### src/rtl/core/bfhp_pkg.sv
// Shared types, constants and the magic prefix table for the bit file header parser.
`timescale 1ns / 1ps

package bfhp_pkg;

    localparam int MagicLen = 13;
    localparam int PosW     = 4;
    localparam int SecW     = 3;

    localparam logic [7:0] KeyE = 8'h65;

    localparam logic [1:0] KIND_HEADER  = 2'd0;
    localparam logic [1:0] KIND_TEXT    = 2'd1;
    localparam logic [1:0] KIND_PAYLOAD = 2'd2;
    localparam logic [1:0] KIND_ERROR   = 2'd3;

    localparam logic [1:0] ERR_NONE  = 2'd0;
    localparam logic [1:0] ERR_MAGIC = 2'd1;
    localparam logic [1:0] ERR_EKEY  = 2'd2;

    typedef struct packed {
        logic [1:0]      kind;
        logic [SecW-1:0] section;
        logic [7:0]      data_byte;
        logic [1:0]      error_code;
        logic [31:0]     payload_length;
        logic            header_done;
        logic            payload_last;
    } result_t;

    function automatic logic [7:0] magic_byte(input logic [PosW-1:0] pos);
        logic [7:0] val;
        unique case (pos)
            4'd0:    val = 8'h00;
            4'd1:    val = 8'h09;
            4'd2:    val = 8'h0f;
            4'd3:    val = 8'hf0;
            4'd4:    val = 8'h0f;
            4'd5:    val = 8'hf0;
            4'd6:    val = 8'h0f;
            4'd7:    val = 8'hf0;
            4'd8:    val = 8'h0f;
            4'd9:    val = 8'hf0;
            4'd10:   val = 8'h00;
            4'd11:   val = 8'h00;
            4'd12:   val = 8'h01;
            default: val = 8'h00;
        endcase
        return val;
    endfunction

endpackage

### src/rtl/core/bfhp_parser.sv
// Parser state registers and the per-byte next-state and result logic.
`timescale 1ns / 1ps

module bfhp_parser #(
    parameter int NUM_INFO = 4
) (
    input  logic              clk,
    input  logic              rst_n,
    input  logic              accept,
    input  logic [7:0]        in_byte,
    input  logic              start_req,
    output bfhp_pkg::result_t result
);
    import bfhp_pkg::*;

    localparam logic [2:0] PH_MAGIC   = 3'd0;
    localparam logic [2:0] PH_IKEY    = 3'd1;
    localparam logic [2:0] PH_ILEN    = 3'd2;
    localparam logic [2:0] PH_ITEXT   = 3'd3;
    localparam logic [2:0] PH_EKEY    = 3'd4;
    localparam logic [2:0] PH_ELEN    = 3'd5;
    localparam logic [2:0] PH_PAYLOAD = 3'd6;
    localparam logic [2:0] PH_DONE    = 3'd7;

    localparam logic [SecW:0]   NumInfoW  = (SecW + 1)'(NUM_INFO);
    localparam logic [PosW-1:0] MagicLast = PosW'(MagicLen - 1);

    logic [2:0]      phase_reg, phase_next, ph;
    logic [PosW-1:0] pos_reg, pos_next, pos;
    logic [SecW-1:0] sec_reg, sec_next, sec;
    logic [31:0]     len_reg, len_next, len;
    logic [31:0]     rem_reg, rem_next, rem;
    logic [1:0]      err_reg, err_next, err;

    logic            wrap;
    logic [1:0]      kind;
    logic [SecW-1:0] out_sec;
    logic [7:0]      out_data;
    logic            last;
    logic [15:0]     ilen;
    logic            done;

    always_comb
    begin
        // A start request clears the state before this byte is parsed.
        ph  = start_req ? PH_MAGIC : phase_reg;
        pos = start_req ? '0 : pos_reg;
        sec = start_req ? '0 : sec_reg;
        len = start_req ? '0 : len_reg;
        rem = start_req ? '0 : rem_reg;
        err = start_req ? ERR_NONE : err_reg;

        phase_next = ph;
        pos_next   = pos;
        sec_next   = sec;
        len_next   = len;
        rem_next   = rem;
        err_next   = err;
        kind       = KIND_HEADER;
        out_sec    = '0;
        out_data   = '0;
        last       = 1'b0;
        ilen       = {len[7:0], in_byte};
        wrap       = ({1'b0, sec} + 1'b1) >= NumInfoW;

        if (err == ERR_NONE)
        begin
            unique case (ph)
                PH_MAGIC:
                begin
                    if (pos > MagicLast || in_byte != magic_byte(pos))
                    begin
                        err_next = ERR_MAGIC;
                    end
                    else if (pos == MagicLast)
                    begin
                        pos_next   = '0;
                        phase_next = PH_IKEY;
                    end
                    else
                    begin
                        pos_next = pos + 1'b1;
                    end
                end
                PH_IKEY:
                begin
                    pos_next   = '0;
                    phase_next = PH_ILEN;
                end
                PH_ILEN:
                begin
                    if (pos == '0)
                    begin
                        len_next = {24'd0, in_byte};
                        pos_next = PosW'(1);
                    end
                    else
                    begin
                        len_next = {16'd0, ilen};
                        pos_next = '0;
                        if (ilen != 16'd0)
                        begin
                            phase_next = PH_ITEXT;
                        end
                        else
                        begin
                            sec_next   = wrap ? '0 : sec + 1'b1;
                            phase_next = wrap ? PH_EKEY : PH_IKEY;
                        end
                    end
                end
                PH_ITEXT:
                begin
                    kind     = KIND_TEXT;
                    out_sec  = sec;
                    out_data = in_byte;
                    len_next = len - 1'b1;
                    if (len == 32'd1)
                    begin
                        pos_next   = '0;
                        sec_next   = wrap ? '0 : sec + 1'b1;
                        phase_next = wrap ? PH_EKEY : PH_IKEY;
                    end
                end
                PH_EKEY:
                begin
                    if (in_byte != KeyE)
                    begin
                        err_next = ERR_EKEY;
                    end
                    else
                    begin
                        pos_next   = '0;
                        len_next   = '0;
                        phase_next = PH_ELEN;
                    end
                end
                PH_ELEN:
                begin
                    len_next = {len[23:0], in_byte};
                    if (pos >= PosW'(3))
                    begin
                        pos_next   = '0;
                        rem_next   = {len[23:0], in_byte};
                        phase_next = ({len[23:0], in_byte} == 32'd0) ? PH_DONE : PH_PAYLOAD;
                    end
                    else
                    begin
                        pos_next = pos + 1'b1;
                    end
                end
                PH_PAYLOAD:
                begin
                    kind     = KIND_PAYLOAD;
                    out_data = in_byte;
                    if (rem <= 32'd1)
                    begin
                        last       = 1'b1;
                        rem_next   = '0;
                        phase_next = PH_DONE;
                    end
                    else
                    begin
                        rem_next = rem - 1'b1;
                    end
                end
                PH_DONE:
                begin
                end
                default:
                begin
                end
            endcase
        end

        done = (err_next == ERR_NONE) && (phase_next == PH_PAYLOAD || phase_next == PH_DONE);

        if (err_next != ERR_NONE)
        begin
            result.kind         = KIND_ERROR;
            result.section      = '0;
            result.data_byte    = '0;
            result.payload_last = 1'b0;
        end
        else
        begin
            result.kind         = kind;
            result.section      = out_sec;
            result.data_byte    = out_data;
            result.payload_last = last;
        end
        result.error_code     = err_next;
        result.payload_length = done ? len_next : 32'd0;
        result.header_done    = done;
    end

    always_ff @(posedge clk or negedge rst_n)
    begin
        if (!rst_n)
        begin
            phase_reg <= PH_MAGIC;
            pos_reg   <= '0;
            sec_reg   <= '0;
            len_reg   <= '0;
            rem_reg   <= '0;
            err_reg   <= ERR_NONE;
        end
        else if (accept)
        begin
            phase_reg <= phase_next;
            pos_reg   <= pos_next;
            sec_reg   <= sec_next;
            len_reg   <= len_next;
            rem_reg   <= rem_next;
            err_reg   <= err_next;
        end
    end

endmodule

### src/rtl/core/bfhp_out_reg.sv
// Result register that holds one finished transaction until the sink takes it.
`timescale 1ns / 1ps

module bfhp_out_reg (
    input  logic              clk,
    input  logic              rst_n,
    input  logic              load,
    input  bfhp_pkg::result_t load_data,
    output logic              can_load,
    output logic              valid,
    input  logic              take,
    output bfhp_pkg::result_t data
);
    import bfhp_pkg::*;

    logic    valid_reg;
    result_t data_reg;

    // A new result may enter in the same cycle the held one leaves.
    assign can_load = !valid_reg || take;
    assign valid    = valid_reg;
    assign data     = data_reg;

    always_ff @(posedge clk or negedge rst_n)
    begin
        if (!rst_n)
        begin
            valid_reg <= 1'b0;
        end
        else if (can_load)
        begin
            valid_reg <= load;
        end
    end

    always_ff @(posedge clk)
    begin
        if (load && can_load)
        begin
            data_reg <= load_data;
        end
    end

endmodule

### src/rtl/core/bit_file_header_parser_top.sv
// Top level of the bit file header parser: input stream, parser and result register.
//
//  Channel  Dir  Handshake         Contents
//  s_*      in   s_tvalid/tready   tdata = in_byte, tuser = start_req
//  m_*      out  m_tvalid/tready   tdata = header fields, tuser = kind, tlast = payload_last
//
// One byte is accepted per cycle while s_tready is high; its result is registered and
// appears in the result register in the following cycle. The parser state updates in the
// accepting cycle, so the sustained rate is one byte per clock when the sink keeps up.
// Reset clears the parser to the magic check and empties the result register.
// s_tready drops only while a held result is not taken by the sink.
`timescale 1ns / 1ps

module bit_file_header_parser_top #(
    parameter int NUM_INFO = 4
) (
    input  logic        clk,
    input  logic        rst_n,
    input  logic        s_tvalid,
    output logic        s_tready,
    input  logic [7:0]  s_tdata,   // [7:0] in_byte
    input  logic        s_tuser,   // [0] start_req
    output logic        m_tvalid,
    input  logic        m_tready,
    output logic [47:0] m_tdata,   // [2:0] section, [10:3] data_byte, [12:11] error_code,
                                   // [44:13] payload_length, [45] header_done, [47:46] zero
    output logic [1:0]  m_tuser,   // [1:0] kind
    output logic        m_tlast    // payload_last
);
    import bfhp_pkg::*;

    logic    accept;
    logic    can_load;
    result_t step_result;
    result_t held;

    assign s_tready = can_load;
    assign accept   = s_tvalid && can_load;

    bfhp_parser #(
        .NUM_INFO (NUM_INFO)
    ) u_parser (
        .clk       (clk),
        .rst_n     (rst_n),
        .accept    (accept),
        .in_byte   (s_tdata),
        .start_req (s_tuser),
        .result    (step_result)
    );

    bfhp_out_reg u_out_reg (
        .clk       (clk),
        .rst_n     (rst_n),
        .load      (s_tvalid),
        .load_data (step_result),
        .can_load  (can_load),
        .valid     (m_tvalid),
        .take      (m_tready),
        .data      (held)
    );

    assign m_tdata = {2'b00, held.header_done, held.payload_length, held.error_code,
                      held.data_byte, held.section};
    assign m_tuser = held.kind;
    assign m_tlast = held.payload_last;

endmodule

### config.mk
export PLATFORM = sky130hd
export DESIGN_NAME = bit_file_header_parser_top
export DESIGN_NICKNAME = d
export VERILOG_FILES = /design/src/rtl/core/bfhp_pkg.sv /design/src/rtl/core/bfhp_parser.sv /design/src/rtl/core/bfhp_out_reg.sv /design/src/rtl/core/bit_file_header_parser_top.sv
export SDC_FILE = /design/constraint.sdc
export NUM_CORES = 1
export LEC_CHECK = 0
export ABC_AREA = 1
export BUFFER_PORTS_ARGS = -buffer_cell sky130_fd_sc_hd__buf_4
export CAP_MARGIN = 20
export CELL_PAD_IN_SITES_DETAIL_PLACEMENT = 0
export CELL_PAD_IN_SITES_GLOBAL_PLACEMENT = 1
export CORE_ASPECT_RATIO = 2
export CORE_MARGIN = 1
export CORE_UTILIZATION = 45
export DETAILED_ROUTE_END_ITERATION = 10
export PLACE_DENSITY = 0.92
export SLEW_MARGIN = 15
export SYNTH_ARGS = -nofsm -noshare
export SYNTH_HDL_FRONTEND = slang
export SYNTH_SLANG_ARGS = --single-unit
### constraint.sdc
create_clock -name clk -period 2.9 [get_ports clk]
set_input_delay 0.435 -clock clk [delete_from_list [all_inputs] [get_ports clk]]
set_output_delay 0.435 -clock clk [all_outputs]
set_load 0.02 [all_outputs]
==> flow_summary_export.csv <==
group,metric,value,unit
routing,firstDrtPassIters,5,
finish,fin_area,11100,µm²
floorplanning,die_area,21800,µm²
finish,drive_gt1_share,17.7,%
grt,grt-ovfl-total,0,
sta,setup_viol_count_final,0,
clock_tree,clk_latency,0.45,ns
clock_tree,htreeDepth,4,
finish,fillCellCount,2098,
sta,fin_crit_sh,94.9,%
clock_tree,root_buffer,"clkbuf_16",
clock_tree,cts_hold_buffers,0,
sta,grt_setup_unrepaired,"no",
power,p_leak,0.00535,µW
power,p_int,4650,µW
power,pwr-share-seq,29.1,%
synthesis,synth_top_family_by_area,"simple AND/OR/NAND/NOR gates",
clock_tree,clk_path_buf_depth,2,
grt,antenna_found_initial,0,
critical_path,cp_data_arrival_time,2.96,ns
power,power_frac_clock,26.5,%
routing,vias,9826,
routing,top_layer_used,"met4",
sta,relSlewSlack,57.7,%
power,power_frac_comb,44.4,%
clock_tree,cts_made_buffers,17,
routing,drt-total-wl,32100,µm
place,placed_cell_area,10500,µm²
synthesis,yosysSeqAreaShare,35.7,%
routing,wl_met1,10900,µm
grt,grt_pass1_vias,9513,
floorplanning,start_util,46.3,%
synthesis,synth-compound-area-share,14.5,%
routing,dr.first_iter.drc_count,729,
finish,largest_register_ffs,49,
floorplanning,chipWidth,105,µm
finish,regArea,3400,µm²
clock_tree,post-cts-setup-buffer-count,0,
sta,slew_violations,0,
grt,grtUsageTotal,30.5,%
finish,nets,1499,
critical_path,crit_type,"reg2reg",
finish,area_delta_synth_final,16.9,%
power,vdd_drop_max,0.581,mV
finish,multi_input_area,5200,µm²
power,p_per_area,740,nW/µm²
floorplanning,core,20600,µm²
finish,antennaDiodeCount,0,
critical_path,crit_path_start_kind,"flip-flop",
synthesis,synthAdderAreaFrac,1.18,%
sta,layout_min_cycle_time,2.75,ns
place,hpwl,24400,µm
critical_path,critPathRequiredTime,3.10,ns
routing,via_per_inst,5.60,
place,gp_congestion,1.03,
job,drv_cap,0,
min_path,min_path_type,"in2async",
synthesis,synth.avg_cell_area,6.84,µm²
critical_path,worst-path-max-fanout,21,
grt,grt_max_degree,78,
synthesis,synthCells,1391,
routing,routed-wl-met2,16700,µm
floorplanning,rows,74,
power,power_switching,3580,µW
floorplanning,fp.dieH,208,µm
synthesis,ys_warn_count,0,
synthesis,ys_types,45,
routing,ant_nets,0,
clock_tree,cts_resized,0,
sta,tns,0,ns
sta,tightestPinTransition,0.634,ns
synthesis,synth-simple-area-share,37.0,%
sta,fmax,0.363,GHz
outcome,status,"finished, final reports clean",
synthesis,syn_area,9510,µm²
routing,wl_met3,1540,µm
sta,finClkSkew,0.0120,ns
clock_tree,cts.sinks,126,
critical_path,setup.worst_path.end_class,"flip-flop",
clock_tree,clkSlewWorstSetupHoldPaths,0.06,ns
synthesis,synth-seq-cells,126,
floorplanning,ioPinCount,66,
critical_path,r2r_slack,0.15,ns
routing,drcViolationCount,0,
power,swShare,43.4,%
clock_tree,cts_tree,"done",
sta,finalHoldViolations,0,
synthesis,synth_xor_area_share,1.83,%
place,portBuffers,63,
synthesis,synthMuxAreaShare,0,%
routing,wire_per_inst,18.3,µm
grt,grt_pass1_wl,50400,µm
[cells in the mapped netlist]
| master | number | area share (%) |
|---|---|---|
| clkbuf_1 | 24 | 0.95 |
| nand3_1 | 61 | 3.2 |
| nand2_4 | 6 | 0.71 |
| a221oi_1 | 2 | 0.18 |
| nor2_2 | 18 | 1.2 |
| buf_6 | 11 | 1.3 |
| o221ai_1 | 1 | 0.092 |
| a31oi_1 | 5 | 0.33 |
| inv_6 | 1 | 0.092 |
| buf_4 | 5 | 0.39 |
| a22oi_1 | 10 | 0.79 |
| xor2_1 | 18 | 1.7 |
| nor3_1 | 14 | 0.74 |
| dfrtp_1 | 77 | 20 |
| buf_8 | 1 | 0.16 |
| buf_2 | 13 | 0.68 |
| o21a_1 | 2 | 0.16 |
| nor4_1 | 1 | 0.066 |
| o32ai_1 | 1 | 0.092 |
| o21ai_0 | 89 | 4.7 |
| o21ai_2 | 1 | 0.092 |
| buf_12 | 2 | 0.42 |
| inv_2 | 10 | 0.39 |
| nor3_4 | 1 | 0.17 |
| o22ai_1 | 19 | 1.2 |
| clkbuf_2 | 1 | 0.053 |
| a21oi_1 | 85 | 4.5 |
| nand2_2 | 31 | 2.0 |
| nor2_1 | 181 | 7.1 |
| a211oi_1 | 4 | 0.32 |
| ha_1 | 9 | 1.2 |
| nor2_4 | 3 | 0.36 |
| nand3_4 | 2 | 0.37 |
| nand2_1 | 403 | 16 |
| o21ai_1 | 37 | 1.9 |
| nor3b_1 | 2 | 0.16 |
| xor2_2 | 1 | 0.17 |
| buf_1 | 1 | 0.039 |
| o211ai_1 | 1 | 0.079 |
| nand3_2 | 5 | 0.53 |
| inv_1 | 132 | 5.2 |
| conb_1 | 1 | 0.039 |
| nand4_1 | 20 | 1.3 |
| edfxtp_1 | 49 | 15 |
| nor3_2 | 30 | 3.2 |
[per-layer routing]
layer  GRT usage (%)  vias to the layer above
li1                -                     4716
met1            29.2                     4574
met2            54.9                      389
met3            4.99                      147
met4            27.4                        0
met5               0                        -
[power by group through the flow]
stage                     registers, µW  clock network, µW  logic (µW)
final                              2390               2180        3650
after global routing               2420               2270        4030
after CTS                          2390               2210        3610
after detailed placement           2410                  0        3600
after global placement             2410                  0        3560
after floorplan                    2400                  0        2470
[path summary, 6_finish.rpt]
path	from	endpoint	depth (start not counted)
worst max register to register	u_parser.pos_reg[0]	u_out_reg.data[47]	16
min in group clk	m_tready	u_out_reg.valid	4
worst min-delay path	rst_n	u_parser.rem_reg[27]	2
worst min register to register	u_parser.len_reg[26]	u_parser.len_reg[26]	2
worst max-delay path	u_parser.pos_reg[0]	u_out_reg.data[47]	16
max in group asynchronous	rst_n	u_parser.len_reg[4]	2
[cell usage in the layout, fill, tap and decap left out, types with 2 or more instances in the layout]
cell | Yosys | final
nand2_1 | 403 | 402
nor2_1 | 181 | 180
inv_1 | 132 | 131
buf_4 | 5 | 115
o21ai_0 | 89 | 89
a21oi_1 | 85 | 85
dfrtp_1 | 77 | 77
nand3_1 | 61 | 61
edfxtp_1 | 49 | 49
o21ai_1 | 37 | 37
nand2_2 | 31 | 31
nor3_2 | 30 | 30
nand4_1 | 20 | 20
nor2_2 | 18 | 19
o22ai_1 | 19 | 19
xor2_1 | 18 | 18
clkbuf_16 | 0 | 17
nor3_1 | 14 | 14
inv_2 | 10 | 10
a22oi_1 | 10 | 10
ha_1 | 9 | 9
buf_12 | 2 | 9
nand2_4 | 6 | 7
nand3_2 | 5 | 5
a31oi_1 | 5 | 5
clkinvlp_4 | 0 | 5
a211oi_1 | 4 | 4
nor2_4 | 3 | 3
clkinv_2 | 0 | 3
bufinv_16 | 0 | 3
clkbuf_1 | 24 | 3
nand3_4 | 2 | 2
o21a_1 | 2 | 2
nor3b_1 | 2 | 2
a221oi_1 | 2 | 2
conb_1 | 1 | 2
[cells by family after synthesis]
family / Yosys count
adder cells (fa/ha/maj): 9
flip-flops: 126
other: 1
AO/OA/AOI/OAI: 257
AND/OR/NAND/NOR: 778
XOR/XNOR: 19
buffers and inverters: 201
[layout make-up]
class / count / share of cell area, %
flip-flops and latches: 126 / 30.6
repair buffers: 124 / 9.39
inverters: 143 / 4.89
clock buffers: 21 / 4.05
multi-input cells: 1065 / 46.8
well taps: 266 / 2.99
clock inverters: 11 / 1.27
[worst max-delay path, cell delays in order (launching register included)]
cell	delay [ns]
dfrtp_1	0.45
inv_1	0.06
nor2_1	0.13
inv_1	0.13
ha_1	0.31
inv_1	0.11
nand2_1	0.06
nand2_1	0.05
nand2_1	0.08
nand2_1	0.11
xor2_2	0.30
nand3_2	0.14
nand3_2	0.13
nand3_4	0.10
buf_12	0.18
inv_1	0.09
nand2_1	0.06
[stage by stage]
stage / setup WS [ns] / hold slack, ns / power, µW / std cells / utilization, %
after global placement: 0.0577 / 0.472 / 5970 / 1724 / 51.2
after global routing: 0.0205 / 0.0532 / 8730 / 1756 / 54.1
final: 0.148 / 0.0258 / 8230 / 1756 / 54.1
after detailed placement: 0.0490 / 0.475 / 6010 / 1724 / 51.2
after CTS: 0.191 / 0.0296 / 8200 / 1756 / 54.1
after floorplan: 0.183 / 0.139 / 4870 / 1392 / -
No activity file was read; power rests on OpenSTA's default activity.
